## src/rtl/ccnt_pkg.sv

```systemverilog
// ccnt_pkg: shared widths, pipeline stage map, control struct and the
// constant-divide digit helpers for the coulomb counter.
// No dependencies.
`default_nettype none

package ccnt_pkg;

  localparam int unsigned CurW    = 24;
  localparam int unsigned TickW   = 32;
  localparam int unsigned AccW    = 64;
  localparam int unsigned ProdW   = 56;
  localparam int unsigned MahW    = 32;
  localparam int unsigned CfgIdxW = 2;

  // stage map: input, elapsed time, product, accumulate, 6 divide, result
  localparam int unsigned DivStg  = 6;
  localparam int unsigned StgIn   = 0;
  localparam int unsigned StgDt   = 1;
  localparam int unsigned StgProd = 2;
  localparam int unsigned StgAcc  = 3;
  localparam int unsigned StgDiv  = 4;
  localparam int unsigned StgOut  = StgDiv + DivStg;
  localparam int unsigned NStg    = StgOut + 1;

  // 3600000 = 2^7 * 28125; the odd part is divided 16 bits per digit
  localparam int unsigned DivShift   = 7;
  localparam int unsigned DivOdd     = 28125;
  localparam int unsigned DigitW     = 16;
  localparam int unsigned RemW       = 15;
  localparam int unsigned ValW       = RemW + DigitW;
  localparam int unsigned RecipShift = ValW;
  localparam int unsigned RecipW     = 17;
  localparam int unsigned RecipM     = (2**RecipShift) / DivOdd;
  localparam int unsigned EstProdW   = ValW + RecipW;

  typedef logic [CfgIdxW-1:0] reg_idx_t;
  localparam reg_idx_t RegBaseDis = reg_idx_t'(0);
  localparam reg_idx_t RegBaseChg = reg_idx_t'(1);

  typedef struct packed {
    logic [NStg-1:0] adv;  // stage captures this cycle
    logic [NStg-1:0] vld;  // stage holds a word
  } ctrl_t;

  typedef struct packed {
    logic [DigitW-1:0] q;
    logic [RemW-1:0]   r;
  } digit_t;

  // quotient estimate, equal to the true digit or one below
  function automatic logic [DigitW-1:0] digit_est(input logic [ValW-1:0] val);
    logic [EstProdW-1:0] prod;
    prod = EstProdW'(val) * EstProdW'(RecipM);
    return prod[RecipShift +: DigitW];
  endfunction

  function automatic digit_t digit_fix(input logic [ValW-1:0]   val,
                                       input logic [DigitW-1:0] est);
    logic [ValW-1:0] rem;
    digit_t          res;
    rem = val - ValW'(est) * ValW'(DivOdd);
    if (rem >= ValW'(DivOdd)) begin
      res.q = est + DigitW'(1);
      res.r = RemW'(rem - ValW'(DivOdd));
    end else begin
      res.q = est;
      res.r = RemW'(rem);
    end
    return res;
  endfunction

endpackage

`default_nettype wire

```

## src/rtl/ccnt_const_div.sv

```systemverilog
// ccnt_const_div: six-stage divide of a 64-bit word by 3600000, low 32
// quotient bits; shift by 7, then three 16-bit digits by 28125.
// Depends on ccnt_pkg.
`default_nettype none

module ccnt_const_div (
  input  wire logic                           clk_i,
  input  wire logic [ccnt_pkg::DivStg-1:0]    adv_i,
  input  wire logic [ccnt_pkg::AccW-1:0]      acc_i,
  output logic [ccnt_pkg::MahW-1:0]           quot_o
);

  localparam int unsigned DW = ccnt_pkg::DigitW;
  localparam int unsigned VW = ccnt_pkg::ValW;
  localparam int unsigned RW = ccnt_pkg::RemW;
  // top bits of the shifted word form the first digit; only its remainder
  // is kept, its quotient lands above the 32 result bits
  localparam int unsigned HeadLo = ccnt_pkg::DivShift + 2 * DW;

  logic [VW-1:0]   val1, val2, val3;
  logic [VW-1:0]   val1_q, val2_q, val3_q;
  logic [DW-1:0]   est1_q, est2_q, est3_q;
  logic [2*DW-1:0] low1_q, low2_q;
  logic [DW-1:0]   low3_q, low4_q;
  logic [RW-1:0]   r1_q, r2_q;
  logic [DW-1:0]   q2_q, q2b_q;
  logic [2*DW-1:0] quot_q;
  ccnt_pkg::digit_t fix1, fix2, fix3;

  assign val1 = VW'(acc_i[ccnt_pkg::AccW-1:HeadLo]);
  assign val2 = {r1_q, low2_q[2*DW-1:DW]};
  assign val3 = {r2_q, low4_q};
  assign fix1 = ccnt_pkg::digit_fix(val1_q, est1_q);
  assign fix2 = ccnt_pkg::digit_fix(val2_q, est2_q);
  assign fix3 = ccnt_pkg::digit_fix(val3_q, est3_q);

  always_ff @(posedge clk_i) begin
    if (adv_i[0]) begin
      val1_q <= val1;
      est1_q <= ccnt_pkg::digit_est(val1);
      low1_q <= acc_i[HeadLo-1:ccnt_pkg::DivShift];
    end
    if (adv_i[1]) begin
      r1_q   <= fix1.r;
      low2_q <= low1_q;
    end
    if (adv_i[2]) begin
      val2_q <= val2;
      est2_q <= ccnt_pkg::digit_est(val2);
      low3_q <= low2_q[DW-1:0];
    end
    if (adv_i[3]) begin
      r2_q   <= fix2.r;
      q2_q   <= fix2.q;
      low4_q <= low3_q;
    end
    if (adv_i[4]) begin
      val3_q <= val3;
      est3_q <= ccnt_pkg::digit_est(val3);
      q2b_q  <= q2_q;
    end
    if (adv_i[5]) begin
      quot_q <= {q2b_q, fix3.q};
    end
  end

  assign quot_o = ccnt_pkg::MahW'(quot_q);

endmodule

`default_nettype wire

```

## config.mk

```make
export PLATFORM = sky130hd
export DESIGN_NAME = ccnt_const_div
export DESIGN_NICKNAME = d
export VERILOG_FILES = /design/src/rtl/ccnt_pkg.sv /design/src/rtl/ccnt_const_div.sv
export SDC_FILE = /design/constraint.sdc
export NUM_CORES = 2
export LEC_CHECK = 0
export CAP_MARGIN = 20
export CORE_MARGIN = 3
export CORE_UTILIZATION = 57
export CTS_BUF_LIST = sky130_fd_sc_hd__clkbuf_16
export DETAILED_ROUTE_END_ITERATION = 6
export DONT_BUFFER_PORTS = 1
export PLACE_DENSITY = 0.75
export SYNTH_ARGS = -nofsm -noshare
export SYNTH_HDL_FRONTEND = slang
export SYNTH_SLANG_ARGS = --single-unit
```

## constraint.sdc

```tcl
create_clock -name clk_i -period 7.3 [get_ports clk_i]
set_input_delay 1.095 -clock clk_i [delete_from_list [all_inputs] [get_ports clk_i]]
set_output_delay 1.095 -clock clk_i [all_outputs]
set_load 0.01 [all_outputs]
```

==> impl_metrics.csv <==
group,metric,value,unit
worst_setup_path,critPathRequiredTime,7620,ps
worst_setup_path,path_class,"reg2reg",
synthesis,synth.distinct_cells,92,
synthesis,synth_nets,5830,
placed_design,pre_cts_ws,33.8,ps
final_layout,areaGrowthSynthToFinish,7.13,%
route,drt-total-wl,91.7,mm
synthesis,synthTopCellsByCount,"inv_1, ha_1, fa_1",
floorplanning,core.rowCount,103,
synthesis,ys_seq_elements,320,
timing,fin_ws,281,ps
placed_design,portBuffers,0,
final_layout,seqCellArea,9610,µm²
clock_tree,clk_pin_slew,60,ps
final_layout,fin_util,61.8,%
final_layout,final_nets,5945,
clock_tree,worstSkewPairLatency,570,ps
synthesis,synth_area,45700,µm²
global_route,grt_usage,23.1,%
route,drtIter0Drc,1439,
timing,fin_tns_setup,0,ps
worst_setup_path,critPathMaxFanout,9,
final_layout,multi_input_comb_area,31700,µm²
synthesis,yosys.area.top_type,"fa_1",
final_layout,fillers,6316,
clock_tree,cts_buffer_depth,3,
min_path,hold_path_class,"reg2reg",
timing,worst_slew_pin_slew,586,ps
timing,finalCriticalPeriod,7020,ps
timing,slew_headroom,59.9,%
timing,finClkSkew,21.3,ps
clock_tree,cts_inserted_buffers,36,
clock_tree,h-tree-depth,2,
global_route,grt_pass1_vias,30100,
final_layout,final_layout_size_suffix_gt1_share,5.22,%
placed_design,gp_congestion,0.935,
route,vias_per_cell,5.27,
synthesis,synth_seq_area_share,21.0,%
flow_run,maxCapViolations,0,
floorplanning,initial_utilization,57.7,%
global_route,antenna_found_initial,0,
synthesis,synth_warnings,0,
clock_tree,clock-sinks,320,
synthesis,synth.area.top_cells,"fa_1, ha_1, edfxtp_1",
worst_setup_path,startpoint_type,"flip-flop",
floorplanning,dieArea,83600,µm²
worst_setup_path,critPathArrivalTime,7340,ps
route,ant_nets,0,
timing,hold_viol_final,0,
timing,finalSetupViolCount,0,
global_route,grt_pass1_wl,152,mm
synthesis,synth_edf_count,320,
worst_setup_path,cp-end-kind,"flip-flop",
route,vias,28200,
clock_tree,cts_tree,"built",
clock_tree,postCtsHoldBufs,0,
route,dr.pass1.iters,5,
floorplanning,io_pins,103,
timing,fmax,0.142,GHz
global_route,grt_overflow,0,
timing,period_share,96.1,%
floorplanning,die_height,289,µm
timing,final_max_slew_viol_count,0,
synthesis,async_flop_share,0,%
floorplanning,die_w,289,µm
status,status,"finished, final reports clean",
synthesis,syn-mean-instance-area,11.0,µm²
synthesis,synth_cells,4165,
synthesis,ys.flop_type,"edfxtp_1",
global_route,grt_max_degree,69,
placed_design,place_hpwl,77.2,mm
clock_tree,root_buffer,"clkbuf_16",
route,wire_per_inst,17.1,µm
route,drc,0,
synthesis,synth_top_area_share,28.8,%
synthesis,synth.most_common_cell,"inv_1",
floorplanning,core-area,79300,µm²
## logic make-up after synthesis
logic type / share of synthesized area (%)
AOI/OAI and AO/OA: 6.02
xor gates and xnor gates: 2.95
adders and majority gates: 54.4
buffers and inverters: 9.83
DFF: 21.0
muxes: 0.304
and+or+nand+nor: 5.43
## layer usage
metal | track usage (%) | routed length, µm
met5 | 0 | 0
met4 | 6.10 | 2290
met3 | 3.76 | 4420
met2 | 39.4 | 45000
met1 | 30.9 | 40000
## sequential cells by signal (all words and copies together), names as in the netlist, 25 cells and up
| register | cells |
|---|---|
| low1_q | 32 |
| low2_q | 32 |
| quot_o | 32 |
| val2_q | 31 |
| val3_q | 31 |
| val1_q | 25 |
## through the flow
step | cell area, µm² | hold slack [ps] | instances
3_5_place_dp | 47600 | 405 | 5283
2_1_floorplan | 45700 | 400 | 4165
5_1_grt | 49000 | 420 | 5358
6_report | 49000 | 416 | 5359
4_1_cts | 48800 | 417 | 5349
3_3_place_gp | 47600 | 400 | 5283
## critical path: stages, from the launching register on
cell and delay [ps]:
edfxtp_1 400, inv_2 170, fa_1 460, fa_1 450, fa_1 600, fa_1 450, fa_1 550, inv_1 50
fa_1 520, inv_1 40, ha_1 350, nand4_1 170, inv_1 60, a211o_1 350, nor3_2 200, nor2_1 110
a2111oi_2 310, o2111ai_1 180, or4_1 590, nor4_4 230, buf_12 200, mux2_1 320
## what timing repair did
action                     in CTS  in global routing
setup endpoints to repair       0                 51
resized for setup               0                 24
setup buffers                   0                  9
## layout make-up
class / instances / area share (%)
Timing Repair Buffer: 94 / 1.49
Antenna cell: 1 / 0.00511
Clock inverter: 29 / 0.611
Multi-Input combinational cell: 2652 / 64.7
Inverter: 1176 / 9.01
Sequential cell: 320 / 19.6
Clock buffer: 37 / 1.89
Tap cell: 1050 / 2.68
## worst paths after layout
kind | startpoint | to | slack [ps] | depth (start not counted)
worst max-delay path | est3_q[6]$_DFFE_PP_ | quot_o[1]$_DFFE_PP_ | 280 | 21
worst min register to register | q2_q[10]$_DFFE_PP_ | q2b_q[10]$_DFFE_PP_ | 420 | 0
worst max register to register | est3_q[6]$_DFFE_PP_ | quot_o[1]$_DFFE_PP_ | 280 | 21
worst min-delay path | q2_q[10]$_DFFE_PP_ | q2b_q[10]$_DFFE_PP_ | 420 | 0
## layout by cell type, fill, tap and decap left out, types with 30 or more instances in the layout
cell type / n
nand2b_1: 30
nand3_1: 41
a21o_1: 39
buf_4: 92
clkbuf_16: 37
ha_1: 935
o21ai_0: 79
xor2_1: 37
edfxtp_1: 320
a21oi_1: 101
xnor2_1: 117
nor3_1: 37
fa_1: 658
nor2_1: 118
inv_1: 1170
nand2_1: 107
Power is not shown: default switching activity piles up to over one toggle a cycle in this logic, so the estimate is an artifact.
