===== src/rtl/ccnt_pkg.sv =====
// ccnt_pkg: shared widths, pipeline stage map, control struct and the
// constant-divide digit helpers for the coulomb counter.
// No dependencies.
`default_nettype none

package ccnt_pkg;

  localparam int unsigned CurW    = 24;
  localparam int unsigned TickW   = 32;
  localparam int unsigned AccW    = 64;
  localparam int unsigned ProdW   = 56;
  localparam int unsigned MahW    = 32;
  localparam int unsigned CfgIdxW = 2;

  // stage map: input, elapsed time, product, accumulate, 6 divide, result
  localparam int unsigned DivStg  = 6;
  localparam int unsigned StgIn   = 0;
  localparam int unsigned StgDt   = 1;
  localparam int unsigned StgProd = 2;
  localparam int unsigned StgAcc  = 3;
  localparam int unsigned StgDiv  = 4;
  localparam int unsigned StgOut  = StgDiv + DivStg;
  localparam int unsigned NStg    = StgOut + 1;

  // 3600000 = 2^7 * 28125; the odd part is divided 16 bits per digit
  localparam int unsigned DivShift   = 7;
  localparam int unsigned DivOdd     = 28125;
  localparam int unsigned DigitW     = 16;
  localparam int unsigned RemW       = 15;
  localparam int unsigned ValW       = RemW + DigitW;
  localparam int unsigned RecipShift = ValW;
  localparam int unsigned RecipW     = 17;
  localparam int unsigned RecipM     = (2**RecipShift) / DivOdd;
  localparam int unsigned EstProdW   = ValW + RecipW;

  typedef logic [CfgIdxW-1:0] reg_idx_t;
  localparam reg_idx_t RegBaseDis = reg_idx_t'(0);
  localparam reg_idx_t RegBaseChg = reg_idx_t'(1);

  typedef struct packed {
    logic [NStg-1:0] adv;  // stage captures this cycle
    logic [NStg-1:0] vld;  // stage holds a word
  } ctrl_t;

  typedef struct packed {
    logic [DigitW-1:0] q;
    logic [RemW-1:0]   r;
  } digit_t;

  // quotient estimate, equal to the true digit or one below
  function automatic logic [DigitW-1:0] digit_est(input logic [ValW-1:0] val);
    logic [EstProdW-1:0] prod;
    prod = EstProdW'(val) * EstProdW'(RecipM);
    return prod[RecipShift +: DigitW];
  endfunction

  function automatic digit_t digit_fix(input logic [ValW-1:0]   val,
                                       input logic [DigitW-1:0] est);
    logic [ValW-1:0] rem;
    digit_t          res;
    rem = val - ValW'(est) * ValW'(DivOdd);
    if (rem >= ValW'(DivOdd)) begin
      res.q = est + DigitW'(1);
      res.r = RemW'(rem - ValW'(DivOdd));
    end else begin
      res.q = est;
      res.r = RemW'(rem);
    end
    return res;
  endfunction

endpackage

`default_nettype wire


===== src/rtl/ccnt_integrator.sv =====
// ccnt_integrator: input register, elapsed-time and prime logic,
// magnitude times elapsed ms, and the two 64-bit accumulators.
// Depends on ccnt_pkg.
`default_nettype none

module ccnt_integrator (
  input  wire logic                             clk_i,
  input  wire logic                             rst_ni,
  input  wire ccnt_pkg::ctrl_t                  ctrl_i,
  input  wire logic signed [ccnt_pkg::CurW-1:0] current_ma_i,
  input  wire logic [ccnt_pkg::TickW-1:0]       now_ms_i,
  output logic [ccnt_pkg::AccW-1:0]             dis_acc_o,
  output logic [ccnt_pkg::AccW-1:0]             chg_acc_o,
  output logic                                  res_o
);

  logic [ccnt_pkg::CurW-1:0]  cur0_q;
  logic [ccnt_pkg::TickW-1:0] now0_q;

  logic                       primed_q, primed_d;
  logic [ccnt_pkg::TickW-1:0] last_tick_q, last_tick_d;
  logic [ccnt_pkg::TickW-1:0] dt;
  logic [ccnt_pkg::CurW-1:0]  mag;
  logic                       res1_d;

  logic [ccnt_pkg::TickW-1:0] dt1_q;
  logic [ccnt_pkg::CurW-1:0]  mag1_q;
  logic                       dis1_q, res1_q;

  logic [ccnt_pkg::ProdW-1:0] prod2_q;
  logic                       dis2_q, res2_q;

  logic [ccnt_pkg::AccW-1:0]  dis_acc_q, chg_acc_q;
  logic                       res3_q;
  logic                       take1, take3;

  always_ff @(posedge clk_i) begin
    if (ctrl_i.adv[ccnt_pkg::StgIn]) begin
      cur0_q <= current_ma_i;
      now0_q <= now_ms_i;
    end
  end

  assign take1 = ctrl_i.adv[ccnt_pkg::StgDt] && ctrl_i.vld[ccnt_pkg::StgIn];
  assign dt    = now0_q - last_tick_q;
  assign mag   = cur0_q[ccnt_pkg::CurW-1] ? (ccnt_pkg::CurW'(0) - cur0_q) : cur0_q;

  always_comb begin
    primed_d    = primed_q;
    last_tick_d = last_tick_q;
    res1_d      = 1'b0;
    if (take1) begin
      if (!primed_q) begin
        primed_d    = 1'b1;
        last_tick_d = now0_q;
      end else if (dt != '0) begin
        last_tick_d = now0_q;
        res1_d      = 1'b1;
      end
    end
  end

  always_ff @(posedge clk_i or negedge rst_ni) begin
    if (!rst_ni) begin
      primed_q    <= 1'b0;
      last_tick_q <= '0;
    end else begin
      primed_q    <= primed_d;
      last_tick_q <= last_tick_d;
    end
  end

  always_ff @(posedge clk_i) begin
    if (ctrl_i.adv[ccnt_pkg::StgDt]) begin
      dt1_q  <= dt;
      mag1_q <= mag;
      dis1_q <= cur0_q[ccnt_pkg::CurW-1];
      res1_q <= res1_d;
    end
    if (ctrl_i.adv[ccnt_pkg::StgProd]) begin
      prod2_q <= ccnt_pkg::ProdW'(mag1_q) * ccnt_pkg::ProdW'(dt1_q);
      dis2_q  <= dis1_q;
      res2_q  <= res1_q;
    end
    if (ctrl_i.adv[ccnt_pkg::StgAcc]) begin
      res3_q <= res2_q;
    end
  end

  // the accumulators double as the accumulate stage's payload
  assign take3 = ctrl_i.adv[ccnt_pkg::StgAcc] && ctrl_i.vld[ccnt_pkg::StgProd] && res2_q;

  always_ff @(posedge clk_i or negedge rst_ni) begin
    if (!rst_ni) begin
      dis_acc_q <= '0;
      chg_acc_q <= '0;
    end else if (take3) begin
      if (dis2_q) begin
        dis_acc_q <= dis_acc_q + ccnt_pkg::AccW'(prod2_q);
      end else begin
        chg_acc_q <= chg_acc_q + ccnt_pkg::AccW'(prod2_q);
      end
    end
  end

  assign dis_acc_o = dis_acc_q;
  assign chg_acc_o = chg_acc_q;
  assign res_o     = res3_q;

  a_primed: assert property (@(posedge clk_i) disable iff (!rst_ni)
    take1 |=> primed_q)
    else $error("sample passed without priming");

  a_acc_hold: assert property (@(posedge clk_i) disable iff (!rst_ni)
    !take3 |=> ($stable(dis_acc_q) && $stable(chg_acc_q)))
    else $error("accumulator moved without an integrating sample");

  a_one_side: assert property (@(posedge clk_i) disable iff (!rst_ni)
    take3 |=> ($stable(dis_acc_q) || $stable(chg_acc_q)))
    else $error("both accumulators moved on one sample");

endmodule

`default_nettype wire


===== config.mk =====
export PLATFORM = sky130hd
export DESIGN_NAME = ccnt_integrator
export DESIGN_NICKNAME = d
export VERILOG_FILES = /design/src/rtl/ccnt_pkg.sv /design/src/rtl/ccnt_integrator.sv
export SDC_FILE = /design/constraint.sdc
export NUM_CORES = 2
export LEC_CHECK = 0
export BUFFER_PORTS_ARGS = -buffer_cell sky130_fd_sc_hd__clkbuf_2
export CAP_MARGIN = 10
export CELL_PAD_IN_SITES_DETAIL_PLACEMENT = 0
export CELL_PAD_IN_SITES_GLOBAL_PLACEMENT = 1
export CORE_UTILIZATION = 54
export CTS_CLUSTER_DIAMETER = 50
export DETAILED_ROUTE_END_ITERATION = 7
export PLACE_DENSITY_LB_ADDON = 0.1
export SETUP_SLACK_MARGIN = 0.05
export SLEW_MARGIN = 30
export SYNTH_ARGS = -nofsm -noshare
export SYNTH_HDL_FRONTEND = slang
export SYNTH_SLANG_ARGS = --single-unit

===== constraint.sdc =====
create_clock -name clk_i -period 19.2 [get_ports clk_i]
set_input_delay 1.92 -clock clk_i [delete_from_list [all_inputs] [get_ports clk_i]]
set_output_delay 1.92 -clock clk_i [all_outputs]
set_load 0.05 [all_outputs]

==> results by group <==
Route
  • Drt via density: 5.52
  • Initial drt markers: 1885
  • DRC errors left: 4
  • DR WL/cell: 19.3 um
  • Post-route ant nets: 0
  • DR pass1 iterations: 7
  • Via count of the routed design: 32900
  • Routed Wire Length: approximately 120 mm

Yosys
  • Mean Syn Cell Area: 9.37 sq um
  • Synth cell types: 80
  • Top cell type by total area after synthesis: fa_1
  • Syn nets: 5826
  • Post-synth EDFFs: 173
  • Synth async-reset ratio: 0.482
  • Synth top area share: 0.297
  • Yosys warning total: 0
  • Synthesized area: 0.0446 sq mm
  • Ys flop type: edfxtp_1
  • Flops & latches, synth: 334
  • Post-synthesis sequential area ratio: 0.207
  • Top post-synthesis cells by area: fa_1, edfxtp_1, ha_1
  • Post-Syn Instances: 4759

Clock tree
  • Clock Latency Late Sink: 0.62 ns
  • Root Buffer: clkbuf_16
  • CTS tree: done
  • Max clock buf depth: 3
  • Worst-path clk slew: 0.06 ns
  • H-tree depth: 2
  • Hold buffer count at CTS: 0
  • # Post-CTS Setup Buffers: 0
  • Resized cells post-CTS: 0
  • Inserted Clock Buffers: 48
  • Clock sinks: roughly 330

Timing
  • Final hold vios: 0
  • Slew HR: 0.295
  • Final period util: 0.426
  • Final Max Tran Viols: 0
  • Setup tns final: 0 ns
  • Final setup violation count: 0
  • Crit path time final: a little over 8 ns
  • Fmax: 0.122 GHz
  • Clock Skew: roughly 0.046 ns
  • Worst Tran Pin Value: 1.03 ns
  • Unrepaired setup endpoints after global routing: no

Die
  • Initial core utilization: 0.545
  • Die width: between 200 and 300 um
  • Core area: a little over 0.08 sq mm
  • I/O Pins: approximately 210
  • Die Y: 289 um
  • Die ar.: between 0.08 and 0.09 sq mm
  • # rows: 105

Outcome
  • Outcome: finished with violations
  • Violated checks: design-rule violations

Finish
  • Design area: between 0.04 and 0.05 sq mm
  • Commonest non-fill, non-tap cell in the layout: inv_1
  • Most frequent cells in the layout: inv_1, fa_1, nand2_1
  • Nets: roughly 5900
  • Fraction of layout cells with a size suffix above 1: 0.0811
  • Layout area overhead: 8.08%

Critical path
  • CP Class: register to register
  • WP data arrival: 8.55 ns
  • FF-to-FF setup slack: 11.01 ns
  • R2R Path End: prod2_q[51]
  • Crit-path max FO: 24
  • Worst setup EP type: register
  • End of the critical path: prod2_q[51]
  • Critical Path Source: dt1_q[19]
  • FF-to-FF Start: dt1_q[19]
  • WP data required: between 15 and 20 ns
  • Reg2reg path depth: 25
  • Startpoint type of the worst setup path: register

Global routing
  • Vias in the first global route: 33800
  • Initial antenna violation count: 2
  • GRT overflow: 0
  • GRT Util Overall: 0.283
  • First-pass GRT wire length: around 180 mm
  • Largest net degree at the start of global routing: 109

Worst hold path
  • Hold Path Class: register to register

Placed design
  • PortBufs: roughly 190
  • GPL Wtd Cong: 0.891
  • Post-detail-place hpwl: 85.5 mm
  • Area after DPL: approximately 0.047 sq mm

Run
  • Max cap viols: 0
[worst min-delay path by stage]
| stage | to | from | cells after the start |
|---|---|---|---|
| floorplan | dis2_q | dis1_q | 0 |
| global placement | dis_acc_o[63] | dis_acc_o[63] | 1 |
| detailed placement | chg_acc_o[63] | chg_acc_o[63] | 1 |
| CTS | chg_acc_o[63] | chg_acc_o[63] | 1 |
| global route | mag1_q[0] | cur0_q[0] | 0 |
| finish | chg_acc_o[63] | chg_acc_o[63] | 1 |
[per-layer routing]
metal,up-vias,GRT usage,part of all wire
met5,-,0,0
met4,0,0.0904,0.033
met3,213,0.0469,0.066
met2,1023,0.458,0.46
met1,16200,0.387,0.44
li1,15400,-,-
[sequential cells by signal (all words and copies together) (netlist names)]
signal	count
chg_acc_o	64
dis_acc_o	64
prod2_q	56
dt1_q	32
last_tick_q	32
now0_q	32
cur0_q	24
mag1_q	24
dis1_q	1
dis2_q	1
primed_q	1
res1_q	1
res2_q	1
res_o	1
[per-stage QoR]
stage / setup WS [ns] / utilization / hold slack, ns / std cells
6_report: 11.01 / 0.589 / 0.475 / 5956
5_1_grt: 10.49 / 0.589 / 0.498 / 5955
4_1_cts: 10.98 / 0.588 / 0.476 / 5953
3_5_place_dp: 10.99 / 0.569 / 0.464 / 5864
3_3_place_gp: 10.83 / 0.568 / 0.460 / 5862
2_1_floorplan: 12.12 / - / 0.400 / 4759
[cell usage after synthesis, types with 11 or more instances]
master	n
o21bai_1	28
and3_1	30
inv_1	808
xnor2_1	121
o31ai_1	19
a21o_1	132
o21ai_0	210
nand2_1	623
dfrtp_1	161
nand2b_1	22
a21oi_1	187
o21a_1	26
a31oi_1	19
edfxtp_1	173
nor3b_1	12
nand4_1	38
o211ai_1	12
a21boi_0	12
nand3_1	52
xor2_1	92
nor3_1	39
mux2_4	29
clkbuf_1	213
a211oi_1	16
fa_1	661
nor2b_1	23
and2_1	417
ha_1	326
nor2_1	95
and4_1	11
[cell type report]
class / instances / area [sq um]
multi-input combinational: 3394 / 31500
fill: 7383 / 33600
inverter: 808 / 3030
timing repair buffer: 260 / 1510
clock inverter: 31 / 305
sequential: 334 / 9220
clock buffer: 58 / 1310
tap: 1070 / 1340
antenna: 1 / 2.50
[worst max-delay path: stages, from the launching register on]
cell      delay (ns)
edfxtp_1        0.33
buf_4           0.40
and2_1          0.21
fa_1            0.44
fa_1            0.57
inv_1           0.06
fa_1            0.49
fa_1            0.55
inv_1           0.06
fa_1            0.51
fa_1            0.50
inv_1           0.05
fa_1            0.52
inv_1           0.06
ha_1            0.37
nand2_1         0.13
nor3_1          0.29
nand4_1         0.14
a21oi_1         0.32
o311ai_1        0.25
a211oi_1        0.50
o21ai_0         0.25
o221a_2         0.32
o21ai_0         0.25
a21boi_0        0.16
xnor2_1         0.14
[kinds of logic after synthesis]
logic type	share of synthesized area
simple gates	0.156
fa+ha+maj	0.388
flops	0.207
compound gates	0.109
mux	0.0107
xor+xnor	0.0418
buf+inv	0.0875
Power is not shown: default switching activity piles up to over one toggle a cycle in this logic, so the estimate is an artifact.
