==> src/rtl/ccnt_pkg.sv <==
// ccnt_pkg: shared widths, pipeline stage map, control struct and the
// constant-divide digit helpers for the coulomb counter.
// No dependencies.
`default_nettype none

package ccnt_pkg;

  localparam int unsigned CurW    = 24;
  localparam int unsigned TickW   = 32;
  localparam int unsigned AccW    = 64;
  localparam int unsigned ProdW   = 56;
  localparam int unsigned MahW    = 32;
  localparam int unsigned CfgIdxW = 2;

  // stage map: input, elapsed time, product, accumulate, 6 divide, result
  localparam int unsigned DivStg  = 6;
  localparam int unsigned StgIn   = 0;
  localparam int unsigned StgDt   = 1;
  localparam int unsigned StgProd = 2;
  localparam int unsigned StgAcc  = 3;
  localparam int unsigned StgDiv  = 4;
  localparam int unsigned StgOut  = StgDiv + DivStg;
  localparam int unsigned NStg    = StgOut + 1;

  // 3600000 = 2^7 * 28125; the odd part is divided 16 bits per digit
  localparam int unsigned DivShift   = 7;
  localparam int unsigned DivOdd     = 28125;
  localparam int unsigned DigitW     = 16;
  localparam int unsigned RemW       = 15;
  localparam int unsigned ValW       = RemW + DigitW;
  localparam int unsigned RecipShift = ValW;
  localparam int unsigned RecipW     = 17;
  localparam int unsigned RecipM     = (2**RecipShift) / DivOdd;
  localparam int unsigned EstProdW   = ValW + RecipW;

  typedef logic [CfgIdxW-1:0] reg_idx_t;
  localparam reg_idx_t RegBaseDis = reg_idx_t'(0);
  localparam reg_idx_t RegBaseChg = reg_idx_t'(1);

  typedef struct packed {
    logic [NStg-1:0] adv;  // stage captures this cycle
    logic [NStg-1:0] vld;  // stage holds a word
  } ctrl_t;

  typedef struct packed {
    logic [DigitW-1:0] q;
    logic [RemW-1:0]   r;
  } digit_t;

  // quotient estimate, equal to the true digit or one below
  function automatic logic [DigitW-1:0] digit_est(input logic [ValW-1:0] val);
    logic [EstProdW-1:0] prod;
    prod = EstProdW'(val) * EstProdW'(RecipM);
    return prod[RecipShift +: DigitW];
  endfunction

  function automatic digit_t digit_fix(input logic [ValW-1:0]   val,
                                       input logic [DigitW-1:0] est);
    logic [ValW-1:0] rem;
    digit_t          res;
    rem = val - ValW'(est) * ValW'(DivOdd);
    if (rem >= ValW'(DivOdd)) begin
      res.q = est + DigitW'(1);
      res.r = RemW'(rem - ValW'(DivOdd));
    end else begin
      res.q = est;
      res.r = RemW'(rem);
    end
    return res;
  endfunction

endpackage

`default_nettype wire

==> src/rtl/ccnt_pipe_ctrl.sv <==
// ccnt_pipe_ctrl: per-stage valid bits and capture enables; bubbles
// collapse, a stalled result backs up only the stages behind it.
// Depends on ccnt_pkg.
`default_nettype none

module ccnt_pipe_ctrl (
  input  wire logic            clk_i,
  input  wire logic            rst_ni,
  input  wire logic            in_valid_i,
  input  wire logic            out_ready_i,
  output ccnt_pkg::ctrl_t      ctrl_o,
  output logic                 in_ready_o,
  output logic                 out_valid_o
);

  logic [ccnt_pkg::NStg-1:0] vld_q, vld_d, free, up;

  always_comb begin
    free[ccnt_pkg::NStg-1] = !vld_q[ccnt_pkg::NStg-1] || out_ready_i;
    for (int k = ccnt_pkg::NStg - 2; k >= 0; k--) begin
      free[k] = !vld_q[k] || free[k+1];
    end
  end

  assign up    = {vld_q[ccnt_pkg::NStg-2:0], in_valid_i};
  assign vld_d = (free & up) | (~free & vld_q);

  always_ff @(posedge clk_i or negedge rst_ni) begin
    if (!rst_ni) begin
      vld_q <= '0;
    end else begin
      vld_q <= vld_d;
    end
  end

  assign ctrl_o.adv  = free;
  assign ctrl_o.vld  = vld_q;
  assign in_ready_o  = free[ccnt_pkg::StgIn];
  assign out_valid_o = vld_q[ccnt_pkg::StgOut];

  // a full stage that cannot pass its word on keeps it
  a_no_drop: assert property (@(posedge clk_i) disable iff (!rst_ni)
    1'b1 |=> (($past(vld_q & ~free) & ~vld_q) == '0))
    else $error("stalled word dropped from pipeline");

  a_fill: assert property (@(posedge clk_i) disable iff (!rst_ni)
    (in_valid_i && free[ccnt_pkg::StgIn]) |=> vld_q[ccnt_pkg::StgIn])
    else $error("accepted word not held in input stage");

endmodule

`default_nettype wire

==> config.mk <==
export PLATFORM = sky130hd
export DESIGN_NAME = ccnt_pipe_ctrl
export DESIGN_NICKNAME = d
export VERILOG_FILES = /design/src/rtl/ccnt_pkg.sv /design/src/rtl/ccnt_pipe_ctrl.sv
export SDC_FILE = /design/constraint.sdc
export NUM_CORES = 1
export LEC_CHECK = 0
export BUFFER_PORTS_ARGS = -buffer_cell sky130_fd_sc_hd__buf_2
export CAP_MARGIN = 20
export CORE_UTILIZATION = 40
export CTS_BUF_LIST = sky130_fd_sc_hd__clkbuf_4 sky130_fd_sc_hd__clkbuf_8 sky130_fd_sc_hd__clkbuf_16
export DETAILED_ROUTE_END_ITERATION = 8
export GPL_TIMING_DRIVEN = 0
export PLACE_DENSITY = 0.84
export SLEW_MARGIN = 20
export SYNTH_ARGS = -nofsm -noshare
export SYNTH_HDL_FRONTEND = slang
export SYNTH_SLANG_ARGS = --single-unit
==> constraint.sdc <==
create_clock -name clk_i -period 1.85 [get_ports clk_i]
set_input_delay 0.185 -clock clk_i [delete_from_list [all_inputs] [get_ports clk_i]]
set_output_delay 0.185 -clock clk_i [all_outputs]
set_load 0.1 [all_outputs]
==> flow_summary.yaml, run 1 <==
clock_network:
  cts_tree: "built"
  cts_root_buf: "clkbuf_4"
  cts-buffers-inserted: 3
  cts_num_sinks: 11
  cts_max_path_buffers: 2
  htreeDepth: 1
  clk_pin_slew_worst_paths_ns: 0.07
  clk_latency_ns: 0.27
synthesis:
  synth_top_family_by_area: "simple AND/OR/NAND/NOR gates"
  ys_ff_latch: 11
  avgSynthCellArea_sq_um: 11.00
  synthTopCellsByArea: "dfrtp_1 52%, a41o_1 7.6%, nand4_1 5.9%, nand2b_1 3.6%, a31o_2 3.3%"
  syn_inst: 48
  synth_compound_area_share_pct: 15.40
  netlist_area_sq_um: 528.0
  synth.area.mux_share_pct: 0
  ys_seq_area_share_pct: 52.13
  yosys_warnings: 0
  synth_nets: 52
  netlist-cell-type-count: 20
  synth_adder_area_share_pct: 0
  synth_top_area_cell: "dfrtp_1"
  synth_xor_area_share_pct: 0
  synth_top_cell_area_share_pct: 52.13
  synth-simple-area-share_pct: 22.99
setup_path:
  cp.buffers_inverters: 4
  critical_path.cell_chain: "and3b_1 > buf_6 > inv_8 > or4_4 > buf_12 > buf_12"
  cp_data_required_time_ns: 1.66
  slowest_delay_ns: 0.52
  worstPathArrival_ns: 1.84
  criticalPathCategory: "reg -> out"
  startpoint_type: "register"
  crit_family: "simple AND/OR/NAND/NOR gates"
  crit_path_top_delay_cell: "or4_4"
  cp_max_fo: 4
  crit_top_cell: "buf_12"
  cp-end-kind: "output port"
routing:
  wire_per_inst_microns: 14.57
  vias: 525
  via_per_inst: 5.412
  wl_mm: 1.413
  dr.pass1.iters: 5
  drt_iter0_markers: 13
  detail-route-antenna-nets: 0
  drc: 0
grt:
  gr-total-overflow: 0
  grt_max_degree: 12
  antenna_found_initial: 0
  grt_pass1_vias: 434
  grt_usage_pct: 21.78
  grt_pass1_wl_mm: 2.070
sta:
  fin_crit_ns: 2.022
  fmax_mhz: 494.5
  hold_slack_ns: 0.1118
  min_period_over_period_pct: 109.3
  setup_violations: 2
  tightest_slew_ns: 0.4856
  final_hold_viol_count: 0
  fin_worst_skew_ns: 0.005072
  slew_headroom_pct: 67.85
  slew_violations: 0
  rsz0062_at_grt: "true"
  setup_slack_ns: -0.1721
floorplanning:
  die_h_microns: 38.33
  design.core.area_sq_mm: 0.001171
  fp.dieArea_sq_mm: 0.001469
  initial_core_util_pct: 45.09
  die_w_microns: 38.33
  ios: 28
  num_rows: 12
worst_hold_path:
  min_path_type: "in -> reg"
  hp-start: "in_valid_i"
place:
  placed_cells: 89
  place_area_sq_um: 739.5
  io_buffers: 27
  place_hpwl_microns: 951.2
  preCtsSetupSlack_ns: -0.03252
  place_congestion: 0.7455
pwr:
  vdd_ir_drop_max_mv: 0.9931
  power-per-cell-area_mw_per_mm2: 1612
  total_power_mw: 1.389
  leakagePower_nw: 0.4031
finish:
  antenna_cells: 0
  final_nets: 88
  stdcell_area_sq_um: 862.1
  drive_above_1_share_pct: 66.27
  syn_to_final_growth_pct: 63.27
  n_fill_cell: 88
  final_cell_count_no_fill: 97
flow_run:
  max_cap_violations: 0
run_status:
  violations: "setup timing"
  status: "complete, but fails checks"
## report_power, final
| part | internal (mW) | switching (mW) |
|---|---|---|
| Clock | 0.0981 | 0.0822 |
| Sequential | 0.300 | 0.0480 |
| Combinational | 0.168 | 0.693 |
| Total | 0.566 | 0.823 |
## Yosys cell counts
| cell | n |
|---|---|
| buf_2 | 2 |
| buf_6 | 1 |
| nand3_1 | 3 |
| and2_0 | 1 |
| a21o_1 | 2 |
| and3_1 | 2 |
| dfrtp_1 | 11 |
| a31o_2 | 2 |
| nand2b_1 | 3 |
| and3b_1 | 1 |
| inv_4 | 1 |
| buf_4 | 2 |
| inv_1 | 1 |
| clkbuf_1 | 1 |
| a41o_1 | 4 |
| o41ai_1 | 1 |
| nand2_1 | 3 |
| nand4_1 | 5 |
| and2_1 | 1 |
| or4_4 | 1 |
## layout by cell type, fill, tap and decap left out, types with 3 or more instances in the layout
cell,n
dfrtp_2,3
buf_2,17
clkbuf_4,5
nand2b_1,3
buf_12,3
buf_4,12
a41o_1,4
buf_6,3
nand2_1,3
dfrtp_4,7
nand4_1,5
## final cells by class
type | count | area [sq um] | share of cell area [%]
Buffer | 4 | 46.29 | 5.370
Clock buffer | 4 | 30.03 | 3.483
Inverter | 2 | 15.01 | 1.742
Multi-Input combinational cell | 29 | 207.7 | 24.09
Sequential cell | 11 | 305.3 | 35.41
Tap cell | 14 | 17.52 | 2.032
Timing Repair Buffer | 33 | 240.2 | 27.87
## repair_timing
item,4_1_cts,5_1_grt
buffers inserted,3,2
endpoints found under the hold margin,11,0
hold buffers,1,0
resized for setup,13,6
setup endpoints to repair,10,3
pin swaps,1,2
## worst register-to-register path, stage by stage, from the launching register on
cell and delay, ns:
dfrtp_4 0.47, and3b_1 0.19, buf_6 0.13, buf_4 0.12
buf_4 0.14, a31o_2 0.23
## through the flow
stage          utilization [%]  setup TNS (ns)
6_report                 73.61         -0.3025
5_1_grt                  73.61         -0.3865
4_1_cts                  71.69         -0.3202
3_5_place_dp             63.14        -0.03252
3_3_place_gp             63.14        -0.03334
2_1_floorplan                -          -2.113
## path summary, 6_finish.rpt
check	to	slack (ns)	depth (start not counted)
worst max-delay path	ctrl_o[11]	-0.17	6
worst min-delay path	register	0.11	3
worst max register to register	register	0.45	5
worst min register to register	register	0.51	1
max in group asynchronous	asynchronous set/reset pin	1.31	2
min in group asynchronous	asynchronous set/reset pin	0.31	2
## metal layers
layer / global-route usage, % / routed length (microns) / up-vias
li1: - / - / 253
met1: 26.89 / 549 / 242
met3: 6.977 / 107 / 4
met2: 35.59 / 727 / 26
met4: 7.759 / 28 / 0
met5: 0 / 0 / -
## logic make-up after synthesis
logic type	Yosys count
AND/OR/NAND/NOR	20
buffers and inverters	8
flip-flops	11
AO/OA/AOI/OAI	9
Note: power is estimated with default switching activity, not from simulation.
==> inputs of run 2 (changes only) <==
- TNS_END_PERCENT: not set -> 50
==> flow_summary.yaml, run 2 (synthesized netlist as in run 1, its figures left out) <==
worst_hold_path:
  min_path_type: "in -> reg"
sta:
  setup_violations: 3
  tightest_slew_ns: 0.4860
  fin_worst_skew_ns: 0.001065
  fin_crit_ns: 2.021
  final_hold_viol_count: 0
  slew_violations: 0
  min_period_over_period_pct: 109.3
  slew_headroom_pct: 67.82
  fmax_mhz: 494.7
  rsz0062_at_grt: "true"
  setup_slack_ns: -0.1712
grt:
  grt_usage_pct: 21.78
  grt_max_degree: 12
  grt_pass1_wl_mm: 2.070
  met2_usage_pct: 35.59
  grt_util_met1_pct: 26.89
  grt_pass1_vias: 434
  top_usage_layer: "met2"
  grt_util_met3_pct: 6.977
  gr-total-overflow: 0
  antenna_found_initial: 0
pwr:
  p_switching_mw: 0.8451
  pwr-share-comb_pct: 63.1
  swShare_pct: 58.47
  intPower_mw: 0.6003
  total_power_mw: 1.445
  seq_power_share_pct: 24.3
  power-per-cell-area_mw_per_mm2: 1557
  p_clk_share_pct: 12.6
  vdd_ir_drop_max_mv: 0.9052
  leakagePower_nw: 0.4357
setup_path:
  cp_data_required_time_ns: 1.66
  worstPathArrival_ns: 1.84
  crit_top_cell: "buf_12"
  startpoint_type: "register"
  crit_family: "simple AND/OR/NAND/NOR gates"
  slowest_delay_ns: 0.53
  crit_path_top_delay_cell: "or4_4"
  cp-end-kind: "output port"
  critical_path.cell_chain: "and3b_1 > buf_6 > inv_8 > or4_4 > buf_12 > buf_12"
  cp.buffers_inverters: 4
  criticalPathCategory: "reg -> out"
  cp_max_fo: 4
floorplanning:
  initial_core_util_pct: 45.09
  design.core.area_sq_mm: 0.001171
  fp.dieArea_sq_mm: 0.001469
  ios: 28
  num_rows: 12
  die_w_microns: 38.33
  die_h_microns: 38.33
clock_network:
  clk_pin_slew_worst_paths_ns: 0.07
  htreeDepth: 1
  cts_tree: "built"
  cts-buffers-inserted: 3
  clk_latency_ns: 0.27
  cts_num_sinks: 11
  cts_max_path_buffers: 2
  cts_root_buf: "clkbuf_4"
finish:
  final_common_cell: "buf_2"
  syn_to_final_growth_pct: 75.83
  drive_above_1_share_pct: 65.88
  final_nets: 90
  utilization_pct: 79.27
  antenna_cells: 0
  mostFrequentLayoutCells: "18 x buf_2, 7 x dfrtp_4, 7 x buf_4, 7 x buf_12"
flow_run:
  max_cap_violations: 0
routing:
  dr.pass1.iters: 6
  via_per_inst: 5.535
  vias: 548
  detail-route-antenna-nets: 0
  drc: 0
  drt_iter0_markers: 11
  wire_per_inst_microns: 16.04
  wl_mm: 1.588
run_status:
  status: "complete, but fails checks"
  violations: "setup timing"
place:
  io_buffers: 27
  place_hpwl_microns: 951.2
  place_congestion: 0.7455
run 2: cell count changes in the layout (fill, tap and decap cells not counted):
cell / before / now
buf_12: 3 / 7
clkbuf_4: 5 / 4
buf_1: 0 / 1
buf_4: 12 / 7
buf_2: 17 / 18
buf_6: 3 / 5
run 2: per-layer routing:
metal | wire, microns | share of wire, %
met4 | 8 | 0.50
met2 | 816 | 51
met5 | 0 | 0
met1 | 671 | 42
met3 | 92 | 5.8
run 2: worst paths after layout:
check | startpoint | to | slack (ns) | cells past startpoint
max in group asynchronous | rst_ni | asynchronous set/reset pin | 1.32 | 2
min reg2reg | register | register | 0.52 | 1
max | register | ctrl_o[11] | -0.17 | 6
min | in_valid_i | register | 0.11 | 3
max reg2reg | register | register | 0.45 | 5
min in group asynchronous | rst_ni | asynchronous set/reset pin | 0.31 | 2
run 2: metrics by stage:
stage / setup TNS [ns] / hold WS, ns / setup slack (ns) / cell area, sq um / instances
2_1_floorplan: -2.113 / -0.1106 / -0.3366 / 586.8 / 48
3_3_place_gp: -0.03334 / 0.06168 / -0.03334 / 739.5 / 89
3_5_place_dp: -0.03252 / 0.06605 / -0.03252 / 739.5 / 89
4_1_cts: -0.3202 / 0.1079 / -0.1811 / 839.6 / 97
5_1_grt: -0.7139 / 0.1060 / -0.2203 / 928.4 / 99
6_report: -0.3435 / 0.1096 / -0.1712 / 928.4 / 99
run 2: area by class of cell:
| type | instances | area [sq um] |
|---|---|---|
| Sequential cell | 11 | 305.3 |
| Timing Repair Buffer | 33 | 294.0 |
| Fill cell | 77 | 242.7 |
| Multi-Input combinational cell | 29 | 207.7 |
| Buffer | 6 | 58.81 |
| Clock buffer | 4 | 30.03 |
| Tap cell | 14 | 17.52 |
| Inverter | 2 | 15.01 |
run 2: timing repair:
action	in CTS	in global routing
pin swaps	1	3
endpoints found under the setup margin	10	3
endpoints found under the hold margin	11	0
cloned	0	0
hold buffers	1	0
buffers inserted	3	2
gates resized for setup	13	19
run 2: worst register-to-register path, cell delays in order, from the launching register on:
cell     delay [ns]
dfrtp_4        0.47
and3b_1        0.19
buf_6          0.13
buf_4          0.13
buf_4          0.15
a31o_2         0.23
run 2: power by group through the flow:
| stage | clock network [mW] | registers (mW) | logic, mW |
|---|---|---|---|
| 2_1_floorplan | 0 | 0.627 | 0.425 |
| 6_report | 0.183 | 0.351 | 0.912 |
| 3_5_place_dp | 0 | 0.353 | 0.811 |
| 4_1_cts | 0.186 | 0.347 | 0.850 |
| 3_3_place_gp | 0 | 0.349 | 0.806 |
| 5_1_grt | 0.199 | 0.355 | 0.938 |
==> inputs of run 3 (changes only) <==
- PLACE_DENSITY: 0.84 -> 0.72
==> flow_summary.yaml, run 3 (synthesized netlist as in run 1, its figures left out) <==
grt:
  grt_usage_pct: 22.47
  gr-total-overflow: 0
  grt_pass1_wl_mm: 2.194
  grt_max_degree: 13
  antenna_found_initial: 0
  grt_pass1_vias: 456
finish:
  syn_to_final_growth_pct: 66.59
  final_common_cell: "buf_2"
  drive_above_1_share_pct: 66.27
  mostFrequentLayoutCells: "18 x buf_2, 7 x dfrtp_4, 6 x buf_4, 5 x buf_6, 5 x nand4_1"
  n_fill_cell: 86
  multi_input_area_sq_um: 209.0
  final_nets: 88
  seq_area_sq_um: 305.3
  antenna_cells: 0
sta:
  tightest_slew_ns: 0.4905
  setup_slack_ns: -0.2221
  fin_crit_ns: 2.072
  slew_headroom_pct: 67.53
  final_hold_viol_count: 0
  fin_worst_skew_ns: 0.002105
  hold_slack_ns: 0.1125
  min_period_over_period_pct: 112.0
  rsz0062_at_grt: "true"
  setup_violations: 2
  fmax_mhz: 482.6
  slew_violations: 0
  fin_setup_tns_ns: -0.4017
pwr:
  p_clk_share_pct: 11.9
  power-per-cell-area_mw_per_mm2: 1585
  pwr-share-comb_pct: 63.1
  seq_power_share_pct: 25.0
  intPower_mw: 0.5595
  swShare_pct: 59.86
  leakagePower_nw: 0.4075
  vdd_ir_drop_max_mv: 1.107
  p_switching_mw: 0.8345
routing:
  dr.pass1.iters: 4
  dr_wl_met2_microns: 735
  wire_per_inst_microns: 14.97
  vias: 537
  m1WireLength_microns: 621
  routed.top_layer: "met3"
  wl_mm: 1.452
  drt_iter0_markers: 8
  via_per_inst: 5.536
  detail-route-antenna-nets: 0
  drc: 0
  dr_wl_met3_microns: 95
floorplanning:
  die_w_microns: 38.33
  fp.dieArea_sq_mm: 0.001469
  design.core.area_sq_mm: 0.001171
  die_h_microns: 38.33
  ios: 28
  num_rows: 12
  initial_core_util_pct: 45.09
setup_path:
  crit_path_top_delay_cell: "or4_4"
  startpoint_type: "register"
  cp.buffers_inverters: 4
  cp-end-kind: "output port"
  slowest_delay_ns: 0.54
  criticalPathCategory: "reg -> out"
  crit_top_cell: "buf_12"
  worstPathArrival_ns: 1.89
  crit_family: "simple AND/OR/NAND/NOR gates"
  cp_max_fo: 4
  cp_data_required_time_ns: 1.66
  critical_path.cell_chain: "and3b_2 > buf_6 > inv_8 > or4_4 > buf_12 > buf_12"
clock_network:
  cts_tree: "built"
  clk_latency_ns: 0.27
  cts_root_buf: "clkbuf_4"
  cts_num_sinks: 11
  cts_max_path_buffers: 2
  clk_pin_slew_worst_paths_ns: 0.07
  htreeDepth: 1
  cts-buffers-inserted: 3
run_status:
  status: "complete, but fails checks"
  violations: "setup timing"
worst_hold_path:
  min_path_type: "in -> reg"
place:
  place_congestion: 0.6679
  io_buffers: 27
  place_hpwl_microns: 931.7
flow_run:
  max_cap_violations: 0
==> run 3: cell types whose count changed in the layout (fill, tap and decap cells not counted) <==
cell / previous run / this run
buf_12: 7 / 2
buf_8: 0 / 4
and3b_1: 1 / 0
and3b_2: 0 / 1
buf_1: 1 / 0
buf_4: 7 / 6
clkbuf_1: 0 / 1
clkbuf_4: 4 / 3
clkinv_2: 0 / 1
==> run 3: path summary, 6_finish.rpt <==
| path | start | endpoint | slack, ns | cells past startpoint |
|---|---|---|---|---|
| setup / recovery | register | ctrl_o[11] | -0.22 | 6 |
| hold / removal | in_valid_i | register | 0.11 | 3 |
| setup reg to reg | register | register | 0.49 | 4 |
| hold reg to reg | register | register | 0.52 | 1 |
| max in group asynchronous | rst_ni | asynchronous set/reset pin | 1.31 | 2 |
| min in group asynchronous | rst_ni | asynchronous set/reset pin | 0.31 | 2 |
==> run 3: area by class of cell <==
type / count / share of cell area, %
flip-flops and latches: 11 / 34.71
inverters: 2 / 1.707
well taps: 14 / 1.991
clock inverters: 1 / 0.5690
clock buffers: 3 / 2.560
plain buffers: 5 / 5.405
repair buffers: 32 / 29.30
multi-input cells: 29 / 23.76
==> run 3: worst register-to-register path, delay by kind of cell, from the launching register on <==
family / cells / cell delay, ns
buffers and inverters: 2 / 0.31
DFF: 1 / 0.47
and+or+nand+nor: 1 / 0.23
AOI/OAI and AO/OA: 1 / 0.24
==> run 3: layer usage <==
layer  vias to the layer above  GRT usage, %
li1                        248             -
met1                       264         28.57
met2                        25         38.14
met3                         0         4.070
met4                         0         7.759
met5                         -             0
==> run 3: timing repair <==
item                                    CTS  global route
pin swaps                                 2             3
gates resized for setup                  15            11
buffers inserted                          4             0
hold buffers                              1             0
endpoints found under the setup margin   10            10
hold endpoints to repair                 11             0
==> run 3: power by group through the flow <==
stage / Combinational, mW / Sequential (mW) / Clock [mW]
floorplan: 0.425 / 0.627 / 0
global placement: 0.808 / 0.350 / 0
detailed placement: 0.810 / 0.353 / 0
CTS: 0.853 / 0.346 / 0.171
global route: 0.910 / 0.355 / 0.181
finish: 0.879 / 0.348 / 0.167
==> run 3: metrics by stage <==
step                power (mW)  worst slack, ns  cell area, sq um  utilization, %  cells
floorplan                1.052          -0.3366             586.8               -     48
finish                   1.394          -0.2221             879.6           75.11     97
detailed placement       1.163         -0.07678             739.5           63.14     89
global route             1.446          -0.2578             879.6           75.11     97
CTS                      1.371          -0.2168             840.8           71.79     97
global placement         1.158         -0.03725             739.5           63.14     89
